## config.mk

```make
export PLATFORM = sky130hd
export DESIGN_NAME = ssm_lane
export DESIGN_NICKNAME = d
export VERILOG_FILES = /design/src/rtl/ssm_pkg.sv /design/src/rtl/ssm_lane.sv
export SDC_FILE = /design/constraint.sdc
export NUM_CORES = 2
export LEC_CHECK = 0
export ABC_AREA = 1
export BUFFER_PORTS_ARGS = -buffer_cell sky130_fd_sc_hd__buf_2
export CAP_MARGIN = 20
export CORE_ASPECT_RATIO = 2
export CORE_MARGIN = 1
export CORE_UTILIZATION = 49
export CTS_BUF_LIST = sky130_fd_sc_hd__clkbuf_2
export DETAILED_ROUTE_END_ITERATION = 16
export GPL_TIMING_DRIVEN = 0
export HOLD_SLACK_MARGIN = 0.12
export RECOVER_POWER = 100
export SLEW_MARGIN = 5
export SYNTH_ARGS = -nofsm -noshare
export SYNTH_HDL_FRONTEND = slang
export SYNTH_SLANG_ARGS = --single-unit
```

## constraint.sdc

```tcl
create_clock -name i_clk -period 18.5 [get_ports i_clk]
set_clock_uncertainty 0.05 [all_clocks]
set_input_delay 1.85 -clock i_clk [delete_from_list [all_inputs] [get_ports i_clk]]
set_output_delay 1.85 -clock i_clk [all_outputs]
set_load 0.005 [all_outputs]
```

## src/rtl/ssm_pkg.sv

```systemverilog
// ----------------------------------------------------------------------------
// Split spring smoother package
// Shared widths, register indexes and lane result type.
// ----------------------------------------------------------------------------
`default_nettype none

package ssm_pkg;

    localparam int PosW   = 32;  // position and velocity width
    localparam int RateW  = 16;  // spring rate width
    localparam int AxisW  = 16;  // axis component width
    localparam int DtW    = 16;  // time step width
    localparam int CfgAW  = 3;   // configuration index width
    localparam int CfgDW  = 16;  // configuration data width
    localparam int NAxes  = 3;

    // Configuration register indexes.
    localparam logic [CfgAW-1:0] CFG_SPRING_RATE = 3'd0;
    localparam logic [CfgAW-1:0] CFG_SLOW_RATE   = 3'd1;
    localparam logic [CfgAW-1:0] CFG_AXIS_X      = 3'd2;
    localparam logic [CfgAW-1:0] CFG_AXIS_Y      = 3'd3;
    localparam logic [CfgAW-1:0] CFG_AXIS_Z      = 3'd4;

    // Request kinds carried in tuser.
    localparam logic REQ_TICK    = 1'b0;
    localparam logic REQ_SET_POS = 1'b1;

    // One spring lane's finished velocity.
    typedef struct packed {
        logic                   done;
        logic                   sat;
        logic signed [PosW-1:0] vel;
    } t_lane_res;

    // Merge stage result.
    typedef struct packed {
        logic                   done;
        logic                   sat;
        logic signed [PosW-1:0] pos_x;
        logic signed [PosW-1:0] pos_y;
        logic signed [PosW-1:0] pos_z;
    } t_merge_res;

endpackage

`default_nettype wire

```

## src/rtl/ssm_lane.sv

```systemverilog
// ----------------------------------------------------------------------------
// Spring lane
// One velocity update: (v + k*k*dt*diff) / (1+k*dt)^2 with two bit-serial
// restoring divisions, truncated toward zero and saturated to 32 bits.
// ----------------------------------------------------------------------------
`default_nettype none

module ssm_lane (
    input  wire logic                           i_clk,
    input  wire logic                           i_rst_n,
    input  wire logic                           i_start,
    input  wire logic [ssm_pkg::RateW-1:0]      i_k,
    input  wire logic [ssm_pkg::DtW-1:0]        i_dt,
    input  wire logic signed [ssm_pkg::PosW-1:0] i_vel,
    input  wire logic signed [ssm_pkg::PosW:0]  i_diff,
    output ssm_pkg::t_lane_res                  o_res
);
    import ssm_pkg::*;

    localparam int SW   = 25;        // divisor width
    localparam int GW   = 24;        // gain width
    localparam int NW   = 59;        // numerator width
    localparam int MW   = 58;        // magnitude width
    localparam int QW   = MW + 16;   // dividend width
    localparam int CntW = $clog2(QW);
    localparam logic [CntW-1:0] LastCnt = CntW'(QW - 1);

    typedef enum logic [5:0] {
        L_IDLE = 6'b000001,
        L_SG   = 6'b000010,
        L_NUM  = 6'b000100,
        L_MAG  = 6'b001000,
        L_DIV  = 6'b010000,
        L_OUT  = 6'b100000
    } t_lstate;

    t_lstate                r_state;
    logic [31:0]            r_kdt;
    logic [SW-1:0]          r_s;
    logic [GW-1:0]          r_g;
    logic signed [NW-1:0]   r_n;
    logic                   r_neg;
    logic [QW-1:0]          r_quo;
    logic [SW-1:0]          r_rem;
    logic [CntW-1:0]        r_cnt;
    logic                   r_pass;

    logic [47:0]            w_kkdt;
    logic [SW:0]            w_t;
    logic [SW:0]            w_sub;
    logic                   w_ge;
    logic [QW-1:0]          n_quo;
    logic [MW-1:0]          w_mag2;
    logic                   w_sat;

    // One restoring division step.
    always_comb begin
        w_kkdt = 48'(i_k) * 48'(r_kdt);
        w_t    = {r_rem, r_quo[QW-1]};
        w_sub  = w_t - {1'b0, r_s};
        w_ge   = (w_t >= {1'b0, r_s});
        n_quo  = {r_quo[QW-2:0], w_ge};
        w_mag2 = r_quo[MW+7:8];
        w_sat  = r_neg ? (w_mag2 > MW'(64'h8000_0000))
                       : (w_mag2 > MW'(64'h7FFF_FFFF));
    end

    // Lane sequencer and datapath.
    always_ff @(posedge i_clk) begin
        if (!i_rst_n) begin
            r_state <= L_IDLE;
        end else begin
            case (r_state)
                L_IDLE: begin
                    if (i_start) begin
                        r_state <= L_SG;
                    end
                end
                L_SG:  r_state <= L_NUM;
                L_NUM: r_state <= L_MAG;
                L_MAG: r_state <= L_DIV;
                L_DIV: begin
                    if (r_cnt == LastCnt && r_pass) begin
                        r_state <= L_OUT;
                    end
                end
                L_OUT:   r_state <= L_IDLE;
                default: r_state <= L_IDLE;
            endcase
        end
    end

    always_ff @(posedge i_clk) begin
        case (r_state)
            L_IDLE: begin
                r_kdt <= 32'(i_k) * 32'(i_dt);
            end
            L_SG: begin
                r_s <= SW'((33'h100_0000 + 33'(r_kdt)) >> 8);
                r_g <= w_kkdt[47:24];
            end
            L_NUM: begin
                r_n <= (NW'(i_vel) <<< 8) + $signed({{(NW-GW){1'b0}}, r_g}) * NW'(i_diff);
            end
            L_MAG: begin
                r_neg  <= r_n[NW-1];
                r_quo  <= {(r_n[NW-1] ? MW'(-r_n) : MW'(r_n)), 16'b0};
                r_rem  <= '0;
                r_cnt  <= '0;
                r_pass <= 1'b0;
            end
            L_DIV: begin
                if (r_cnt == LastCnt && !r_pass) begin
                    // First quotient becomes the second dividend.
                    r_quo  <= {n_quo[MW-1:0], 16'b0};
                    r_rem  <= '0;
                    r_cnt  <= '0;
                    r_pass <= 1'b1;
                end else begin
                    r_rem <= w_ge ? w_sub[SW-1:0] : w_t[SW-1:0];
                    r_cnt <= r_cnt + 1'b1;
                    r_quo <= n_quo;
                end
            end
            default: begin
            end
        endcase
    end

    // Sign, saturation and result.
    always_comb begin
        o_res.done = (r_state == L_OUT);
        o_res.sat  = w_sat;
        if (w_sat) begin
            o_res.vel = r_neg ? 32'sh8000_0000 : 32'sh7FFF_FFFF;
        end else begin
            o_res.vel = r_neg ? -$signed(w_mag2[31:0]) : $signed(w_mag2[31:0]);
        end
    end

endmodule

`default_nettype wire

```

==> impl_results.md <==
* Wire length per cell at 26.6 um
* Cts hold-fix bufs at 0
* Fraction of the mapped netlist area in simple logic gates at 0.190
* Number of global-route vias before repair at about 68000
* Post-synth ARST share at 0
* Initial antenna violation count at 20
* Post-cts resize count at 0
* Buffers & Inverters on Critical Path at 8
* Clock sinks at 254
* # port buffers at 103
* Max cap viols at 6
* Core area at approximately 150000 um2
* I/O pin cnt at around 130
* CTS Buf Count at 56
* Global-route wire length before repair at 440000 um
* Slowest cell on the critical path: clkbuf_1
* Clock buffer depth at 3
* Final net count at 11500
* Worst-path cell chain: clkbuf_1 > clkbuf_1 > nand2_1 > inv_1 > fa_1 > fa_1 > inv_1 > fa_1 > inv_1 > fa_1 > fa_1 > fa_1 > inv_1 > fa_1 > inv_1 > ha_1 > nand2_1 > nor2_1 > inv_1 > nor4_1 > nand3_1 > nand3_1 > nand2_1
* Die height at ~540 um
* Post-CTS Setup Bufs at 0
* Worst path depth at 23
* Fraction of the yosys area taken by sequential cells at 0.106
* Worst path top cell family by delay: adder cells
* Row count at 198
* Syn. warnings at 0
* Final setup viols at 0
* Post-Synthesis Cells at 9325
* DRT Pass-1 Iters at 8
* Post-synth net total at 11300
* Clock Latency Late Sink at roughly 1.2 ns
* Required time worst endpoint at 19.38 ns
* Chip width at around 270 um
* Setup TNS at 0 ns
* Highest net fanout along the worst path at 10
* Distinct cells, synth at 58
* Post-synth top area share at 0.407
* Gr ovfl total at 0
* Top FF cell, synth: edfxtp_1
* DR vias/cell at 5.40
* Syn avg cell area at 7.68 um2
* Layout cell share with drive strength beyond 1 at 0.0284
* CP max stage delay at 0.67 ns
* Adder-cell area share of the yosys netlist at 0.480
* Post-synthesis xor/xnor area fraction at 0.0148
* Crit path kind: in -> reg
* Worst R2R Path Depth at 23
* EDFF count, synth at 248
* Proportion of synthesized area in mux cells at 0
* HP Class: reg -> reg
* TritonCTS clock tree: done
* DRC at 0
* CP most frequent cell: fa_1
* Compound-gate portion of the synthesized area at 0.0454
* Synth area leader: fa_1
* Pin count of the biggest net entering global routing at between 40 and 50
* 1st-iter DRT viols at 4367
* Vias at 61900
* Failing checks: capacitance limit, slew limit
* Die area at around 150000 um2
* Largest family of logic cells by synthesized area: adder cells
* ANT nets after route at 0
* Root Driver: clkbuf_2
* RSZ-0062 raised after global routing: false
* Highest clock rate at roughly 100 MHz
* Fin crit period at 9.57 ns
* Tcrit/Tclk final at 0.517
* RD Place Congestion at approximately 1.0
* Status: complete, but fails checks
* GRT Util Overall at 0.422
* Top cells by area, synth: fa_1 (41%), inv_1 (14%), nand2_1 (13%)
* CTS clock-pin slew for the worst setup and hold paths at 0.12 ns
* Hold depth at 0
* Final HPWL DP at 262000 um
* Worst Path Arrival at approximately 10 ns
* Endpoint class of the critical path: register
* Worst slew pin tran at about 2.4 ns
* H-tree depth at 2
* Rel. slew slack at -0.625
* Initial Util at 0.494
* Final core utilization at 0.519
* Final WL at 305000 um
* Area grow syn2layout at 5.09%
* Post-Syn Area at between 70000 and 80000 um2
* Worst setup SP type: primary input
* Yosys reg bits at 254
* Hold Violations, Final at 0
* Slew Viols, Final at 161
## worst register-to-register path, cell delays in order, from the launching register on
cell and delay [ns]:
edfxtp_1 0.36, clkbuf_1 0.78, clkbuf_1 0.69, nand2_1 0.12, inv_1 0.10, fa_1 0.60, fa_1 0.57, inv_1 0.44
fa_1 0.63, inv_1 0.48, fa_1 0.55, fa_1 0.56, fa_1 0.51, inv_1 0.05, fa_1 0.61, inv_1 0.08
ha_1 0.42, nand2_1 0.13, nor2_1 0.17, inv_1 0.09, nor4_1 0.63, nand3_1 0.24, nand3_1 0.14, nand2_1 0.15
## layer usage
metal	track usage	vias up	routed length (um)
li1	-	27300	-
met1	0.365	30500	86500
met2	0.749	2717	155000
met3	0.0811	1390	18000
met4	0.499	18	45000
met5	0	-	119
## worst paths after layout
kind              endpoint  startpoint  slack [ns]
hold / removal     r_s[12]   r_kdt[20]        0.41
setup reg to reg   r_n[54]      r_g[3]        9.07
setup / recovery   r_n[54]  i_diff[32]        8.93
hold reg to reg    r_s[12]   r_kdt[20]        0.41
## Yosys cell counts (3+ instances only)
cell type	instances
o211ai_1	7
nor2_1	458
a21o_1	16
fa_1	1458
nand4_1	88
nor3_1	46
nor4_1	9
xor2_1	94
a21boi_0	8
a22oi_1	35
or2_1	4
o21ai_0	167
or2_2	3
xnor2_1	27
a21oi_4	3
nor2_4	7
o221ai_1	19
a21oi_1	237
nand2_2	10
buf_2	22
buf_4	3
nand2_1	2462
inv_1	2729
nand3_1	255
ha_1	414
a31oi_1	7
o21a_1	11
nor2_2	18
clkbuf_1	324
o21ai_1	21
edfxtp_1	248
o21bai_1	27
nand3_2	4
nand3b_1	4
inv_2	13
and2_1	4
dfxtp_1	6
buf_6	3
buf_1	32
## placed cells by master (no fill, tap or decap), types with 15 or more instances in the layout
| cell | instances |
|---|---|
| nand4_1 | 89 |
| ha_1 | 414 |
| nor2_1 | 463 |
| nand2_1 | 2463 |
| xor2_1 | 94 |
| o21bai_1 | 27 |
| buf_2 | 103 |
| nand3_1 | 256 |
| inv_1 | 2729 |
| o21ai_0 | 182 |
| nor2_2 | 15 |
| a21o_1 | 16 |
| a21oi_1 | 237 |
| o221ai_1 | 19 |
| clkbuf_2 | 78 |
| clkbuf_1 | 365 |
| nor3_1 | 46 |
| xnor2_1 | 27 |
| edfxtp_1 | 248 |
| fa_1 | 1458 |
| a22oi_1 | 35 |
| buf_1 | 26 |
| clkinv_1 | 15 |
## stage by stage
step | cell area, um2 | hold slack (ns) | cells | setup slack (ns)
after floorplan | 71600 | 0.374 | 9325 | 10.46
after global placement | 74500 | 0.384 | 11300 | 8.31
after detailed placement | 74800 | 0.386 | 11300 | 8.32
after CTS | 75300 | 0.412 | 11400 | 9.30
after global routing | 75300 | 0.405 | 11500 | 8.82
final | 75300 | 0.413 | 11500 | 8.93
## flip-flops by register name, indices dropped and copies added (netlist names)
register,count
r_g,24
r_rem,25
r_cnt,7
r_n,59
r_quo,74
r_pass,1
r_state,6
r_s,25
r_kdt,32
r_neg,1
## layout make-up
class | instances | area, um2
Fill cell | 14800 | 69900
Multi-Input combinational cell | 5942 | 52200
Inverter | 2744 | 10300
Sequential cell | 254 | 7570
Tap cell | 1900 | 2380
Buffer | 385 | 1490
Timing Repair Buffer | 130 | 791
Clock buffer | 77 | 385
Clock inverter | 23 | 148
Antenna cell | 10 | 25.0
## kinds of logic (layout without fill, tap and decap cells)
family / after synthesis / in the layout
other: 0 / 10
AO/OA/AOI/OAI: 567 / 567
adder cells (fa/ha/maj): 1872 / 1872
flip-flops: 254 / 254
AND/OR/NAND/NOR: 3382 / 3382
XOR/XNOR: 121 / 121
buffers and inverters: 3129 / 3359
Power is left out: the tool's default activity adds up to more than one toggle a clock period on the data nets, which glitch-free logic cannot reach.
